File: config.mk
export PLATFORM = sky130hd
export DESIGN_NAME = ascii_to_integer_radix_core
export DESIGN_NICKNAME = d
export VERILOG_FILES = /design/src/a2i_pkg.sv /design/src/a2i_front.sv /design/src/a2i_queue.sv /design/src/a2i_back.sv /design/src/ascii_to_integer_radix_core.sv
export SDC_FILE = /design/constraint.sdc
export NUM_CORES = 1
export LEC_CHECK = 0
export BUFFER_PORTS_ARGS = -buffer_cell sky130_fd_sc_hd__buf_2
export CELL_PAD_IN_SITES_DETAIL_PLACEMENT = 1
export CELL_PAD_IN_SITES_GLOBAL_PLACEMENT = 2
export CORE_MARGIN = 5
export CORE_UTILIZATION = 44
export DETAILED_ROUTE_END_ITERATION = 12
export GPL_TIMING_DRIVEN = 0
export PLACE_DENSITY = 0.88
export SYNTH_ARGS = -nofsm -noshare
export SYNTH_HDL_FRONTEND = slang
export SYNTH_HIERARCHICAL = 1
export SYNTH_SLANG_ARGS = --single-unit
export TNS_END_PERCENT = 20
File: constraint.sdc
create_clock -name clk -period 34.9 [get_ports clk]
set_clock_uncertainty 0.1 [all_clocks]
set_input_delay 3.49 -clock clk [delete_from_list [all_inputs] [get_ports clk]]
set_output_delay 3.49 -clock clk [all_outputs]
set_load 0.005 [all_outputs]
File: src/a2i_pkg.sv
// Shared types and constants for the ASCII-to-integer parser.
// Used by the front classifier, the token queue, the parse engine and the top level.
package a2i_pkg;

  // Width of the accumulated value and of the character counter.
  localparam int VALUE_BITS = 64;
  localparam int COUNT_BITS = 16;

  // Fixed port widths.
  localparam int CH_BITS        = 8;
  localparam int RADIX_BITS     = 6;
  localparam int OUT_VALUE_BITS = 64;
  localparam int OUT_COUNT_BITS = 16;
  localparam int DIGIT_BITS     = 6;
  localparam int INDEX_BITS     = 1;
  localparam int WDATA_BITS     = RADIX_BITS;

  // Largest consumed count the result port can show.
  localparam logic [31:0] CONSUMED_MAX = 32'h0000_FFFF;

  // Token queue between front and back.
  localparam int QUEUE_DEPTH = 2;
  localparam int QPTR_BITS   = (QUEUE_DEPTH > 1) ? $clog2(QUEUE_DEPTH) : 1;
  localparam int QCNT_BITS   = $clog2(QUEUE_DEPTH + 1);

  // Configuration register indexes.
  localparam logic [INDEX_BITS-1:0] REG_RADIX       = 1'b0;
  localparam logic [INDEX_BITS-1:0] REG_SIGNED_MODE = 1'b1;

  // Configuration reset values.
  localparam logic [RADIX_BITS-1:0] RADIX_RESET  = 6'd10;
  localparam logic                  SIGNED_RESET = 1'b1;

  // Bases.
  localparam logic [RADIX_BITS-1:0] BASE_AUTO = 6'd0;
  localparam logic [RADIX_BITS-1:0] BASE_OCT  = 6'd8;
  localparam logic [RADIX_BITS-1:0] BASE_DEC  = 6'd10;
  localparam logic [RADIX_BITS-1:0] BASE_HEX  = 6'd16;

  // Character codes.
  localparam logic [CH_BITS-1:0] CH_SPACE    = 8'h20;
  localparam logic [CH_BITS-1:0] CH_TAB      = 8'h09;
  localparam logic [CH_BITS-1:0] CH_CR       = 8'h0D;
  localparam logic [CH_BITS-1:0] CH_PLUS     = 8'h2B;
  localparam logic [CH_BITS-1:0] CH_MINUS    = 8'h2D;
  localparam logic [CH_BITS-1:0] CH_ZERO     = 8'h30;
  localparam logic [CH_BITS-1:0] CH_NINE     = 8'h39;
  localparam logic [CH_BITS-1:0] CH_UPPER_A  = 8'h41;
  localparam logic [CH_BITS-1:0] CH_UPPER_Z  = 8'h5A;
  localparam logic [CH_BITS-1:0] CH_UPPER_X  = 8'h58;
  localparam logic [CH_BITS-1:0] CH_LOWER_A  = 8'h61;
  localparam logic [CH_BITS-1:0] CH_LOWER_Z  = 8'h7A;
  localparam logic [CH_BITS-1:0] CH_LOWER_X  = 8'h78;
  localparam logic [CH_BITS-1:0] ALPHA_FIRST = 8'd10;

  // One classified character.
  typedef struct packed {
    logic                  is_space;
    logic                  is_plus;
    logic                  is_minus;
    logic                  is_x;
    logic                  is_digit;
    logic [DIGIT_BITS-1:0] digit;
  } token_t;

endpackage

File: src/a2i_front.sv
// Front end: classifies each incoming character into a token for the queue.
// Depends on a2i_pkg for the token type and character codes.
module a2i_front import a2i_pkg::*; (
  input  logic               in_valid,
  input  logic [CH_BITS-1:0] ch,
  input  logic               full,
  output logic               in_stall,
  output logic               push,
  output token_t             token
);

  assign in_stall = full;
  assign push     = in_valid && !full;

  always_comb begin
    token          = '0;
    token.is_space = (ch == CH_SPACE) || (ch >= CH_TAB && ch <= CH_CR);
    token.is_plus  = (ch == CH_PLUS);
    token.is_minus = (ch == CH_MINUS);
    token.is_x     = (ch == CH_LOWER_X) || (ch == CH_UPPER_X);
    if (ch >= CH_ZERO && ch <= CH_NINE) begin
      token.is_digit = 1'b1;
      token.digit    = DIGIT_BITS'(ch - CH_ZERO);
    end else if (ch >= CH_LOWER_A && ch <= CH_LOWER_Z) begin
      token.is_digit = 1'b1;
      token.digit    = DIGIT_BITS'(ch - CH_LOWER_A + ALPHA_FIRST);
    end else if (ch >= CH_UPPER_A && ch <= CH_UPPER_Z) begin
      token.is_digit = 1'b1;
      token.digit    = DIGIT_BITS'(ch - CH_UPPER_A + ALPHA_FIRST);
    end
  end

endmodule

File: src/a2i_queue.sv
// Short token queue that decouples the classifier from the parse engine.
// Depends on a2i_pkg for the token type and queue depth.
module a2i_queue import a2i_pkg::*; (
  input  logic   clk,
  input  logic   rst,
  input  logic   push,
  input  token_t push_data,
  input  logic   pop,
  output logic   full,
  output logic   not_empty,
  output token_t head
);

  token_t                entries [QUEUE_DEPTH];
  logic [QPTR_BITS-1:0]  wr_ptr;
  logic [QPTR_BITS-1:0]  rd_ptr;
  logic [QCNT_BITS-1:0]  count;

  assign full      = (count == QCNT_BITS'(QUEUE_DEPTH));
  assign not_empty = (count != '0);
  assign head      = entries[rd_ptr];

  always_ff @(posedge clk) begin
    if (rst) begin
      wr_ptr <= '0;
      rd_ptr <= '0;
      count  <= '0;
    end else begin
      if (push) begin
        wr_ptr <= (wr_ptr == QPTR_BITS'(QUEUE_DEPTH - 1)) ? '0 : wr_ptr + 1'b1;
      end
      if (pop) begin
        rd_ptr <= (rd_ptr == QPTR_BITS'(QUEUE_DEPTH - 1)) ? '0 : rd_ptr + 1'b1;
      end
      case ({push, pop})
        2'b10:   count <= count + 1'b1;
        2'b01:   count <= count - 1'b1;
        default: count <= count;
      endcase
    end
  end

  always_ff @(posedge clk) begin
    if (push) begin
      entries[wr_ptr] <= push_data;
    end
  end

endmodule

File: src/a2i_back.sv
// Parse engine: walks the token stream, accumulates digits and holds the result register.
// Depends on a2i_pkg for the token type, bases and widths.
module a2i_back import a2i_pkg::*; (
  input  logic                      clk,
  input  logic                      rst,
  input  logic [RADIX_BITS-1:0]     radix,
  input  logic                      signed_mode,
  input  logic                      tok_valid,
  input  token_t                    token,
  output logic                      pop,
  output logic                      out_valid,
  input  logic                      out_stall,
  output logic [OUT_VALUE_BITS-1:0] value,
  output logic [OUT_COUNT_BITS-1:0] consumed
);

  typedef enum logic [1:0] {
    PH_SPACE,
    PH_START,
    PH_ZERO,
    PH_DIGITS
  } phase_t;

  phase_t                  phase, phase_next, eff;
  logic                    negative, negative_next;
  logic [RADIX_BITS-1:0]   active_base, active_base_next, base_use;
  logic [VALUE_BITS-1:0]   acc, acc_next, result;
  logic [COUNT_BITS-1:0]   count, count_next, count_inc;
  logic [VALUE_BITS+RADIX_BITS-1:0] prod_full;
  logic [31:0]             count_wide;
  logic                    step_done, emit, is_zero;

  assign count_inc  = (count == '1) ? count : count + 1'b1;
  assign is_zero    = token.is_digit && (token.digit == '0);
  assign prod_full  = acc * base_use;
  assign result     = (signed_mode && negative) ? ('0 - acc) : acc;
  assign count_wide = 32'(count);
  assign pop        = tok_valid && (!emit || !out_valid || !out_stall);

  always_comb begin
    phase_next       = phase;
    negative_next    = negative;
    active_base_next = active_base;
    acc_next         = acc;
    count_next       = count;
    eff              = phase;
    base_use         = active_base;
    step_done        = 1'b0;
    emit             = 1'b0;

    if (phase == PH_SPACE) begin
      if (token.is_space) begin
        count_next = count_inc;
        step_done  = 1'b1;
      end else if (token.is_plus || token.is_minus) begin
        negative_next = token.is_minus;
        count_next    = count_inc;
        phase_next    = PH_START;
        step_done     = 1'b1;
      end else begin
        eff = PH_START;
      end
    end

    if (!step_done) begin
      case (eff)
        PH_START: begin
          // A leading zero may open a base prefix when the base is automatic or hex.
          if ((radix == BASE_AUTO || radix == BASE_HEX) && is_zero) begin
            active_base_next = radix;
            acc_next         = '0;
            count_next       = count_inc;
            phase_next       = PH_ZERO;
            step_done        = 1'b1;
          end else begin
            base_use = (radix == BASE_AUTO) ? BASE_DEC : radix;
          end
        end
        PH_ZERO: begin
          if (token.is_x) begin
            active_base_next = BASE_HEX;
            count_next       = count_inc;
            phase_next       = PH_DIGITS;
            step_done        = 1'b1;
          end else begin
            base_use = (active_base == BASE_AUTO) ? BASE_OCT : active_base;
          end
        end
        default: base_use = active_base;
      endcase
    end

    if (!step_done) begin
      if (token.is_digit && (token.digit < base_use)) begin
        acc_next         = prod_full[VALUE_BITS-1:0] + VALUE_BITS'(token.digit);
        count_next       = count_inc;
        active_base_next = base_use;
        phase_next       = PH_DIGITS;
      end else begin
        // Terminating character: send the result and start a new string.
        emit             = 1'b1;
        phase_next       = PH_SPACE;
        negative_next    = 1'b0;
        active_base_next = '0;
        acc_next         = '0;
        count_next       = '0;
      end
    end
  end

  always_ff @(posedge clk) begin
    if (rst) begin
      phase       <= PH_SPACE;
      negative    <= 1'b0;
      active_base <= '0;
      acc         <= '0;
      count       <= '0;
      out_valid   <= 1'b0;
    end else begin
      if (pop && emit) begin
        out_valid <= 1'b1;
      end else if (!out_stall) begin
        out_valid <= 1'b0;
      end
      if (pop) begin
        phase       <= phase_next;
        negative    <= negative_next;
        active_base <= active_base_next;
        acc         <= acc_next;
        count       <= count_next;
        if (emit) begin
          value     <= OUT_VALUE_BITS'(result);
          consumed  <= (count_wide > CONSUMED_MAX) ? OUT_COUNT_BITS'(CONSUMED_MAX)
                                                   : count_wide[OUT_COUNT_BITS-1:0];
        end
      end
    end
  end

endmodule

File: src/ascii_to_integer_radix_core.sv
// Top level of the ASCII-to-integer parser: configuration registers and the three parts.
// Depends on a2i_pkg, a2i_front, a2i_queue and a2i_back.
//
//   Channel  | Handshake           | Payload
//   ---------+---------------------+-------------------------------
//   input    | in_valid / in_stall | ch[7:0]
//   result   | out_valid/out_stall | value[63:0], consumed[15:0]
//   config   | wr_en               | wr_index[0:0], wr_data[5:0]
//
// One character is taken per cycle while in_stall is low; the multiply-add of the parse engine
// is combinational around the acc register, which sets that rate. A terminating character
// passes through the token queue and then loads the result register. Reset (synchronous,
// active high) clears the queue, the parse state and the result valid flag, and loads
// radix 10 and signed mode on.
// A stalled result backs up through the two-entry token queue before in_stall rises.
module ascii_to_integer_radix_core import a2i_pkg::*; (
  input  logic                      clk,
  input  logic                      rst,
  input  logic                      in_valid,
  output logic                      in_stall,
  input  logic [CH_BITS-1:0]        ch,
  output logic                      out_valid,
  input  logic                      out_stall,
  output logic [OUT_VALUE_BITS-1:0] value,
  output logic [OUT_COUNT_BITS-1:0] consumed,
  input  logic                      wr_en,
  input  logic [INDEX_BITS-1:0]     wr_index,
  input  logic [WDATA_BITS-1:0]     wr_data
);

  logic [RADIX_BITS-1:0] radix;
  logic                  signed_mode;
  token_t                tok_in, tok_head;
  logic                  push, pop, full, not_empty;

  always_ff @(posedge clk) begin
    if (rst) begin
      radix       <= RADIX_RESET;
      signed_mode <= SIGNED_RESET;
    end else if (wr_en) begin
      case (wr_index)
        REG_RADIX:       radix       <= wr_data[RADIX_BITS-1:0];
        REG_SIGNED_MODE: signed_mode <= wr_data[0];
        default:         ;
      endcase
    end
  end

  a2i_front u_front (
    .in_valid (in_valid),
    .ch       (ch),
    .full     (full),
    .in_stall (in_stall),
    .push     (push),
    .token    (tok_in)
  );

  a2i_queue u_queue (
    .clk       (clk),
    .rst       (rst),
    .push      (push),
    .push_data (tok_in),
    .pop       (pop),
    .full      (full),
    .not_empty (not_empty),
    .head      (tok_head)
  );

  a2i_back u_back (
    .clk         (clk),
    .rst         (rst),
    .radix       (radix),
    .signed_mode (signed_mode),
    .tok_valid   (not_empty),
    .token       (tok_head),
    .pop         (pop),
    .out_valid   (out_valid),
    .out_stall   (out_stall),
    .value       (value),
    .consumed    (consumed)
  );

endmodule

==> results by group, run 1 <==
Synth
  – Most instantiated library cell after synthesis: and2_1
  – Synthesized area: 21700 µm²
  – Netlist cell types: 98
  – Synth Flop Type: edfxtp_1
  – Synthesized area per cell: 9.40 µm²
  – Sequential share of the synthesized area: 23.6%
  – Cells taking the most area after synthesis: fa_1 22%, edfxtp_1 14%, dfxtp_1 9.4%
  – Commonest cells in the netlist: 324 x and2_1, 240 x fa_1, 164 x a21oi_1
  – Yosys warns: 6
  – EDFF count, synth: 102
  – Synth Net Count: 2711
  – Largest area contributor in the netlist: fa_1
  – Asr flop ratio synth: 0%
  – Post-Synthesis Cells: 2305
  – Yosys reg bits: 204
  – Top cell type's share of synthesized area: 22.2%

Floorplanning
  – Die H: 232 µm
  – Core ar.: 48800 µm²
  – Row cnt: 81
  – Die ar.: 53800 µm²
  – Initial Util: 44.3%
  – Die Span X: 232 µm
  – Ports: 102

Timing
  – Fin crit period: 11.11 ns
  – RSZ-0062 raised after global routing: false
  – Worst relative slew slack: 12.2%
  – Hold Slack: 0.357 ns
  – Measured slew at the worst slew-check pin: 1.30 ns
  – Count of final hold-check violations: 0
  – Setup TNS after final layout: 0 ns
  – Final setup fails: 0
  – Slew Limit Fails: 0
  – Top achievable clock speed: 0.0900 GHz
  – Fin crit share: 31.8%

Drt
  – Drt first pass iters: 5
  – Drt total wl: 75800 µm
  – Vias: 18200
  – Initial drt markers: 1215
  – Antenna-violating nets left: 0
  – Vias/cell: 5.81
  – DR WL/cell: 24.2 µm
  – Drc violations: 0

Run status
  – Status: finished clean

Placed design
  – Routability congestion estimate: 0.923
  – Port Buffer Count: 99
  – DP HPWL: 60100 µm
  – Placed insts: 3078

Critical path
  – Crit path DAT: 11.44 ns
  – Worst r2r dst: u_back/acc[60]
  – Critical Path Max Stage Delay: 1.04 ns
  – Critical path type: flop to flop
  – Worst reg-to-reg path cell count: 27
  – Startpoint Class: flop
  – Worst-path fanout max: 10
  – WP buf/inv: 5
  – Worst path required time: 35.24 ns
  – CP Capture Type: flop
  – Slowest stage cell, crit path: a41oi_1
  – FF-to-FF setup slack: 23.79 ns
  – Crit-path leading delay family: compound AO/OA/AOI/OAI gates

Clock network
  – Clock tree root driver cell: clkbuf_16
  – Setup Fix Bufs, Post-CTS: 0
  – Clock buffer depth: 3
  – Htree depth: 1
  – CTS hold repair buffers: 0
  – CTS tree: built
  – CTS Sinks: 204
  – Clk Latency, worst-skew pair: 0.55 ns
  – Num CTS Buffers: 26
  – Clock Pin Slew Worst Setup and Hold Paths: 0.06 ns
  – # resized after CTS: 0

Power and ir drop
  – Max VDD drop: 36.6 µV
  – PwrDens: 36.9 nW/µm²
  – Sw Ratio: 39.9%
  – Internal: 532 µW
  – Clock Power Share: 32.5%
  – Final Total Pwr: 886 µW
  – Combinational power share: 34.8%
  – Pleak: 0.0110 µW
  – Sw power: 354 µW
  – Part of the power in registers: 32.7%

Global route
  – GR Overflow Total: 0
  – Largest net degree at the start of global routing: 14
  – Initial antenna violation count: 1
  – Vias in the first global route: 19900
  – First-pass GRT wire length: 117000 µm
  – Total GRT Usage: 28.0%

Layout
  – Nets: 2848
  – # fillers: 5671
  – Layout cells sized above 1: 9.30%
  – Area grow syn2layout: 10.7%
  – Final Non-Filler Cells: 3128

Worst hold path
  – Hold Path Sink: u_back/consumed[8]
  – HP Start: u_back/count[8]
  – Worst Hold Class: flop to flop
  – Hold path depth: 0

Run
  – Maxcap violations: 0
## metrics by stage
step | area, µm² | worst slack [ns] | utilization [%]
after global routing | 24000 | 23.51 | 49.1
after floorplan | 21700 | 22.51 | -
after global placement | 23000 | 17.44 | 47.1
after detailed placement | 23100 | 24.11 | 47.2
after CTS | 24000 | 24.07 | 49.1
final | 24000 | 23.79 | 49.1
## sequential cells by signal, summed over array words and instances, names as in the netlist, named ones only
register,count
u_back/consumed,16
u_back/acc,64
u_back/negative,1
u_queue/wr_ptr,1
u_back/phase,2
u_back/out_valid,1
u_queue/entries,22
u_back/value,64
u_queue/count,2
u_back/active_base,6
u_back/count,16
radix,6
signed_mode,1
u_queue/rd_ptr,1
## cell families after synthesis
| logic type | after synthesis | share of synthesized area, % |
|---|---|---|
| adders and majority gates | 386 | 30.6 |
| xor gates and xnor gates | 137 | 5.54 |
| buffers and inverters | 244 | 4.48 |
| and+or+nand+nor | 857 | 21.3 |
| DFF | 204 | 23.6 |
| AOI/OAI and AO/OA | 458 | 13.6 |
| muxes | 19 | 0.941 |
## cells in the final DEF, fill, tap and decap left out, types with 5 or more instances in the layout
cell         n
and2_1     324
fa_1       240
a21oi_1    164
nor2_1     161
nand2_1    156
ha_1       146
clkbuf_1   126
buf_2      119
dfxtp_1    102
edfxtp_1   102
inv_1       88
xnor2_1     84
o21ai_0     82
xor2_1      53
nor3_1      52
nand3_1     44
a21o_1      37
clkbuf_16   27
o21ai_1     25
nand4_1     22
nand2b_1    17
a211oi_1    14
and3_1      13
a31oi_1     13
buf_4       13
o21bai_1    12
a22oi_1     11
mux2_2      11
or3_1       10
o211ai_1    10
o31ai_1      9
o21a_1       9
nor2b_1      9
mux2i_1      8
a41oi_1      7
buf_1        6
nor4_1       6
clkinv_2     5
## cell type report
class	count	area [µm²]	area share [%]
diodes	2	5.00	0.0209
plain buffers	153	629	2.62
clock buffers	34	722	3.01
clock inverters	14	189	0.787
inverters	91	342	1.42
multi-input cells	1857	15600	65.0
flip-flops and latches	204	5100	21.3
well taps	664	831	3.46
repair buffers	109	574	2.39
## power groups by stage
| stage | clock network [µW] | registers [µW] | logic (µW) |
|---|---|---|---|
| after floorplan | 0 | 298 | 171 |
| after global placement | 0 | 301 | 289 |
| after detailed placement | 0 | 295 | 302 |
| after CTS | 294 | 290 | 303 |
| after global routing | 306 | 292 | 326 |
| final | 288 | 290 | 308 |
## routing by layer
metal  vias up  track usage, %  routed length (µm)
met5         -               0                   0
met4         0            9.07                2620
li1       8156               -                   -
met3       123            3.71                4270
met2       528            47.7               36500
met1      9360            37.2               32400
## worst max path at each step
stage                     start                 end  slack, ns  cells past startpoint
after floorplan            flop  u_back/consumed[0]      22.51                     20
after global placement     flop    u_back/value[47]      17.44                     20
after CTS                  flop      u_back/acc[60]      24.07                     27
after detailed placement   flop      u_back/acc[60]      24.11                     27
final                      flop      u_back/acc[60]      23.79                     27
after global routing       flop      u_back/acc[60]      23.51                     27
No activity file was read; power rests on OpenSTA's default activity.
==> inputs of run 2 (changes only) <==
--- a/config.mk
+++ b/config.mk
@@ -5,14 +5,15 @@
 export SDC_FILE = /design/constraint.sdc
 export NUM_CORES = 1
 export LEC_CHECK = 0
+export ABC_AREA = 1
 export BUFFER_PORTS_ARGS = -buffer_cell sky130_fd_sc_hd__buf_2
 export CELL_PAD_IN_SITES_DETAIL_PLACEMENT = 1
 export CELL_PAD_IN_SITES_GLOBAL_PLACEMENT = 2
 export CORE_MARGIN = 5
-export CORE_UTILIZATION = 44
+export CORE_UTILIZATION = 34
 export DETAILED_ROUTE_END_ITERATION = 12
 export GPL_TIMING_DRIVEN = 0
-export PLACE_DENSITY = 0.88
+export PLACE_DENSITY = 0.79
 export SYNTH_ARGS = -nofsm -noshare
 export SYNTH_HDL_FRONTEND = slang
 export SYNTH_HIERARCHICAL = 1
==> constraint.sdc (replaced) <==
create_clock -name clk -period 9.6 [get_ports clk]
set_clock_uncertainty 0.1 [all_clocks]
set_input_delay 0.96 -clock clk [delete_from_list [all_inputs] [get_ports clk]]
set_output_delay 0.96 -clock clk [all_outputs]
set_load 0.005 [all_outputs]
==> run 2 against run 1 <==
Net effect: routed wire length is 18% higher; first-iteration DRC count increased by 14%; sequential cell count unchanged; worst hold slack improved by 0.015 ns; utilization is 11 points lower; combinational power grew to 5.3 times the previous value; clock power grew to 3.5 times the previous value; critical path depth increased by 2; maximum frequency up 21%; setup slack lost 23 ns.
==> results by group, run 2 <==
Power and ir drop
  – PwrDens: 150 nW/µm²
  – Pleak: 0.0119 µW
  – Max VDD drop: 108 µV

Synth
  – Sequential share of the synthesized area: 22.7%
  – Synthesized area per cell: 7.67 µm²
  – EDFF count, synth: 102
  – Cells taking the most area after synthesis: fa_1 21%, edfxtp_1 14%, nor2_1 10%
  – Top cell type's share of synthesized area: 21.4%
  – Largest area contributor in the netlist: fa_1
  – Most instantiated library cell after synthesis: nor2_1
  – Yosys warns: 6
  – Commonest cells in the netlist: 607 x nor2_1, 491 x nand2_1, 365 x inv_1
  – Post-Synthesis Cells: 2925
  – Synth Flop Type: edfxtp_1
  – Yosys reg bits: 204
  – Synthesized area: 22400 µm²
  – Netlist cell types: 58
  – Synth Net Count: 3331
  – Asr flop ratio synth: 0%

Global route
  – Initial antenna violation count: 1
  – Vias in the first global route: 22000
  – Largest net degree at the start of global routing: 32
  – GR Overflow Total: 0
  – First-pass GRT wire length: 135000 µm
  – Total GRT Usage: 24.6%

Clock network
  – Clk Latency, worst-skew pair: 0.55 ns
  – CTS Sinks: 204
  – Htree depth: 1
  – Num CTS Buffers: 25
  – CTS tree: built
  – Clock buffer depth: 3
  – Clock tree root driver cell: clkbuf_16
  – Clock Pin Slew Worst Setup and Hold Paths: 0.06 ns
  – CTS hold repair buffers: 0
  – Setup Fix Bufs, Post-CTS: 0

Layout
  – Multi-input logic area: 15500 µm²
  – Nets: 3456
  – Commonest non-fill, non-tap cell in the layout: nor2_1
  – Most frequent cells in the layout: 606 x nor2_1, 491 x nand2_1, 365 x inv_1
  – # diodes: 0
  – Reg area: 5100 µm²
  – Area grow syn2layout: 11.0%
  – Largest regs: u_back/acc: 64 flops, u_back/value: 64 flops, u_queue/entries: 22 flops
  – Util after Layout: 38.0%
  – # fillers: 8146
  – Layout cells sized above 1: 8.05%

Timing
  – Count of final hold-check violations: 0
  – Fin crit period: 9.22 ns
  – RSZ-0062 raised after global routing: false
  – Slew Limit Fails: 0
  – Measured slew at the worst slew-check pin: 1.06 ns
  – Final setup fails: 0
  – Worst relative slew slack: 29.6%
  – Top achievable clock speed: 0.109 GHz
  – Hold Slack: 0.372 ns
  – Fin crit share: 96.0%

Drt
  – Initial drt markers: 1390
  – DR WL/cell: 22.8 µm
  – Drt first pass iters: 5
  – Vias/cell: 5.30
  – Vias: 20800
  – Antenna-violating nets left: 0
  – Drc violations: 0
  – Drt total wl: 89500 µm

Floorplanning
  – Ports: 102
  – Row cnt: 94
  – Core ar.: 65600 µm²
  – Die H: 267 µm
  – Initial Util: 34.2%
  – Die Span X: 267 µm
  – Die ar.: 71300 µm²

Run
  – Maxcap violations: 0

Worst hold path
  – HP Start: u_back/count[9]
  – Hold Path Sink: u_back/consumed[9]
  – Hold path depth: 0
  – Worst Hold Class: flop to flop

Critical path
  – Worst r2r dst: u_back/acc[56]
  – Startpoint Class: flop
  – Critical Path Max Stage Delay: 0.62 ns
  – Slowest stage cell, crit path: o21ai_0
  – Critical path type: flop to flop
  – Worst path required time: 9.91 ns
  – Worst reg-to-reg path cell count: 29
  – Worst-path fanout max: 11
  – CP Capture Type: flop
  – Crit path DAT: 9.52 ns
  – Critical Path Most Common Cell: nand3_1
  – FF-to-FF setup slack: 0.38 ns

Placed design
  – DP HPWL: 75200 µm
  – Routability congestion estimate: 0.916
  – Port Buffer Count: 99

Run status
  – Status: finished clean
==> run 2: kinds of logic (layout without fill, tap and decap cells) <==
group           Yosys count  in the layout  synth area share [%]
compound gates          392            392                  9.67
xor+xnor                100            100                  3.90
flops                   204            204                  22.7
fa+ha+maj               386            386                  29.5
mux                      11             11                 0.719
buf+inv                 469            612                  8.19
simple gates           1363           1363                  25.2
==> run 2: power by group <==
group | switching [µW] | leakage, µW | internal [µW] | total [µW]
registers | 54.5 | 0.00179 | 1040 | 1100
logic | 1280 | 0.00969 | 360 | 1640
clock network | 404 | 0.000399 | 589 | 994
total | 1740 | 0.0119 | 1990 | 3740
==> run 2: worst max-delay path, delay by kind of cell, from the launching register on <==
family / cells / cell delay, ns
compound gates: 6 / 2.02
fa+ha+maj: 6 / 2.50
buf+inv: 5 / 1.41
flops: 1 / 0.36
mux: 1 / 0.35
simple gates: 11 / 2.30
==> run 2: stage by stage <==
step	std cells	power (µW)	cell area (µm²)	setup WS (ns)	setup TNS (ns)
2_1_floorplan	2925	2010	22400	1.81	0
3_3_place_gp	3888	2700	24000	-1.78	-141.42
3_5_place_dp	3890	2730	24100	-0.203	-0.203
4_1_cts	3935	3740	24900	0.0746	0
5_1_grt	3932	3910	24900	0.0604	0
6_report	3932	3740	24900	0.385	0
==> run 2: how the worst max path moves through the flow <==
| stage | start | end | slack [ns] | cells after the start |
|---|---|---|---|---|
| CTS | flop | u_back/acc[60] | 0.07 | 29 |
| global route | flop | u_back/acc[60] | 0.06 | 29 |
| finish | flop | u_back/acc[56] | 0.38 | 29 |
| floorplan | flop | u_back/consumed[0] | 1.81 | 22 |
| detailed placement | flop | u_back/acc[60] | -0.20 | 29 |
| global placement | flop | u_back/value[48] | -1.78 | 22 |
==> run 2: routing by layer <==
metal | GRT usage, % | up-vias | part of all wire, %
met5 | 0 | - | 0
met4 | 8.07 | 0 | 3.9
met3 | 2.84 | 130 | 5.2
met2 | 40.0 | 603 | 46
met1 | 34.4 | 10500 | 45
li1 | - | 9617 | -
==> run 2: final cells by class <==
| type | instances | share of cell area [%] |
|---|---|---|
| plain buffers | 80 | 1.56 |
| multi-input cells | 2252 | 62.3 |
| repair buffers | 101 | 2.15 |
| well taps | 864 | 4.34 |
| clock inverters | 15 | 0.784 |
| flip-flops and latches | 204 | 20.5 |
| clock buffers | 30 | 2.59 |
| inverters | 386 | 5.83 |
==> run 2: timing repair <==
item | in CTS | in global routing
hold endpoints to repair | 0 | 0
gates resized for setup | 3 | 8
endpoints found under the setup margin | 1 | 10
==> inputs of run 3 (changes only) <==
--- a/config.mk
+++ b/config.mk
@@ -11,9 +11,11 @@
 export CELL_PAD_IN_SITES_GLOBAL_PLACEMENT = 2
 export CORE_MARGIN = 5
 export CORE_UTILIZATION = 34
+export CTS_CLUSTER_SIZE = 20
 export DETAILED_ROUTE_END_ITERATION = 12
 export GPL_TIMING_DRIVEN = 0
 export PLACE_DENSITY = 0.79
+export RECOVER_POWER = 100
 export SYNTH_ARGS = -nofsm -noshare
 export SYNTH_HDL_FRONTEND = slang
 export SYNTH_HIERARCHICAL = 1
==> run 3 against run 2 <==
Net effect: the run now ends with capacitance limit, slew limit left; setup slack worse by 0.026 ns; utilization shrank 0.21 points; power rose by 0.74%; count of clock-buffer cells in the layout stayed put; critical endpoint is now u_back/acc[60]; largest cell class unchanged; highest routed layer unchanged.
==> results by group, run 3 (synthesis results as in run 2) <==
Run status
  – Status: finished with violations
  – Failing checks: capacitance limit, slew limit

Critical path
  – FF-to-FF setup slack: 0.36 ns
  – Crit path DAT: 9.60 ns
  – Startpoint Class: flop
  – Slowest stage cell, crit path: o21ai_0
  – Critical Path Most Common Cell: inv_1
  – Critical path type: flop to flop
  – Worst-path fanout max: 10
  – Worst path required time: 9.96 ns
  – CP Capture Type: flop
  – Critical Path Max Stage Delay: 0.60 ns

Run
  – Maxcap violations: 2

Clock network
  – Clock Pin Slew Worst Setup and Hold Paths: 0.06 ns
  – Num CTS Buffers: 25
  – CTS hold repair buffers: 0
  – CTS Sinks: 204
  – Setup Fix Bufs, Post-CTS: 0
  – Clk Latency, worst-skew pair: 0.56 ns
  – Htree depth: 1
  – Clock buffer depth: 3
  – Clock tree root driver cell: clkbuf_16
  – CTS tree: built

Layout
  – Layout cells sized above 1: 5.24%
  – Largest regs: u_back/acc: 64 flops, u_back/value: 64 flops, u_queue/entries: 22 flops
  – Area grow syn2layout: 10.4%
  – # fillers: 8192
  – Multi-input logic area: 15400 µm²
  – Most frequent cells in the layout: 612 x nor2_1, 494 x nand2_1, 366 x inv_1
  – Reg area: 5100 µm²
  – Nets: 3457
  – Final Non-Filler Cells: 3934
  – # diodes: 0
  – Commonest non-fill, non-tap cell in the layout: nor2_1

Drt
  – DR WL/cell: 22.7 µm
  – Drc violations: 0
  – Initial drt markers: 1455
  – Vias: 20800
  – Drt total wl: 89500 µm
  – Vias/cell: 5.28
  – Antenna-violating nets left: 0
  – Drt first pass iters: 5

Timing
  – Worst relative slew slack: -17.3%
  – Top achievable clock speed: 0.108 GHz
  – Setup TNS after final layout: 0 ns
  – Final Worst Setup Slack: 0.359 ns
  – Fin crit period: 9.24 ns
  – Fin crit share: 96.3%
  – Measured slew at the worst slew-check pin: 1.75 ns
  – RSZ-0062 raised after global routing: false
  – Count of final hold-check violations: 0
  – Slew Limit Fails: 33
  – Final setup fails: 0

Placed design
  – Placed insts: 3890
  – Dpl ws: -0.203 ns
  – Port Buffer Count: 99
  – Routability congestion estimate: 0.916
  – DP HPWL: 75200 µm

Floorplanning
  – Die Span X: 267 µm
  – Initial Util: 34.2%
  – Die ar.: 71300 µm²
  – Ports: 102
  – Core ar.: 65600 µm²
  – Die H: 267 µm
  – Row cnt: 94

Worst hold path
  – Worst Hold Class: flop to flop
  – HP Start: u_back/count[9]

Global route
  – First-pass GRT wire length: 135000 µm
  – Total GRT Usage: 24.6%
  – Vias in the first global route: 22000
  – Largest net degree at the start of global routing: 32
  – GR Overflow Total: 0
  – Initial antenna violation count: 1

Power and ir drop
  – Pleak: 0.0117 µW
  – PwrDens: 152 nW/µm²
  – Max VDD drop: 149 µV
  – Final Total Pwr: 3760 µW
run 3: per-stage QoR:
stage	hold WS [ns]	cell area, µm²	utilization (%)
detailed placement	0.359	24100	36.7
floorplan	0.329	22400	-
finish	0.371	24800	37.7
global route	0.388	24800	37.7
CTS	0.379	25000	38.1
global placement	0.359	24000	36.6
run 3: worst paths after layout:
path / end / depth (start not counted)
hold reg to reg: u_back/consumed[9] / 0
hold / removal: u_back/consumed[9] / 0
setup / recovery: u_back/acc[60] / 33
setup reg to reg: u_back/acc[60] / 33
run 3: critical path: cells and delay by family, from the launching register on:
| family | cells | cell delay [ns] |
|---|---|---|
| adder cells (fa/ha/maj) | 6 | 2.55 |
| AO/OA/AOI/OAI | 7 | 2.31 |
| AND/OR/NAND/NOR | 10 | 1.89 |
| buffers and inverters | 9 | 1.59 |
| flip-flops | 1 | 0.36 |
| multiplexers | 1 | 0.35 |
run 3: layer usage:
layer,track usage [%],wire [µm],up-vias
li1,-,-,9619
met1,34.5,40000,10400
met2,40.0,41300,593
met3,2.77,4540,135
met4,8.04,3570,0
met5,0,0,-
run 3: power by group:
part / internal [µW] / switching (µW) / total [µW]
sequential: 1050 / 55.1 / 1100
combinational: 335 / 1270 / 1610
clock: 644 / 409 / 1050
total: 2030 / 1740 / 3760
run 3: what timing repair did:
item	4_1_cts	5_1_grt
resized for setup	3	8
endpoints found under the setup margin	1	10
gates cloned	0	0
run 3: cell type report:
class                   count  share of cell area [%]
plain buffers              81                    1.56
clock buffers              30                    2.60
clock inverters            16                    1.01
inverters                 386                    5.86
multi-input cells        2252                    62.3
flip-flops and latches    204                    20.6
well taps                 864                    4.36
repair buffers            101                    1.71
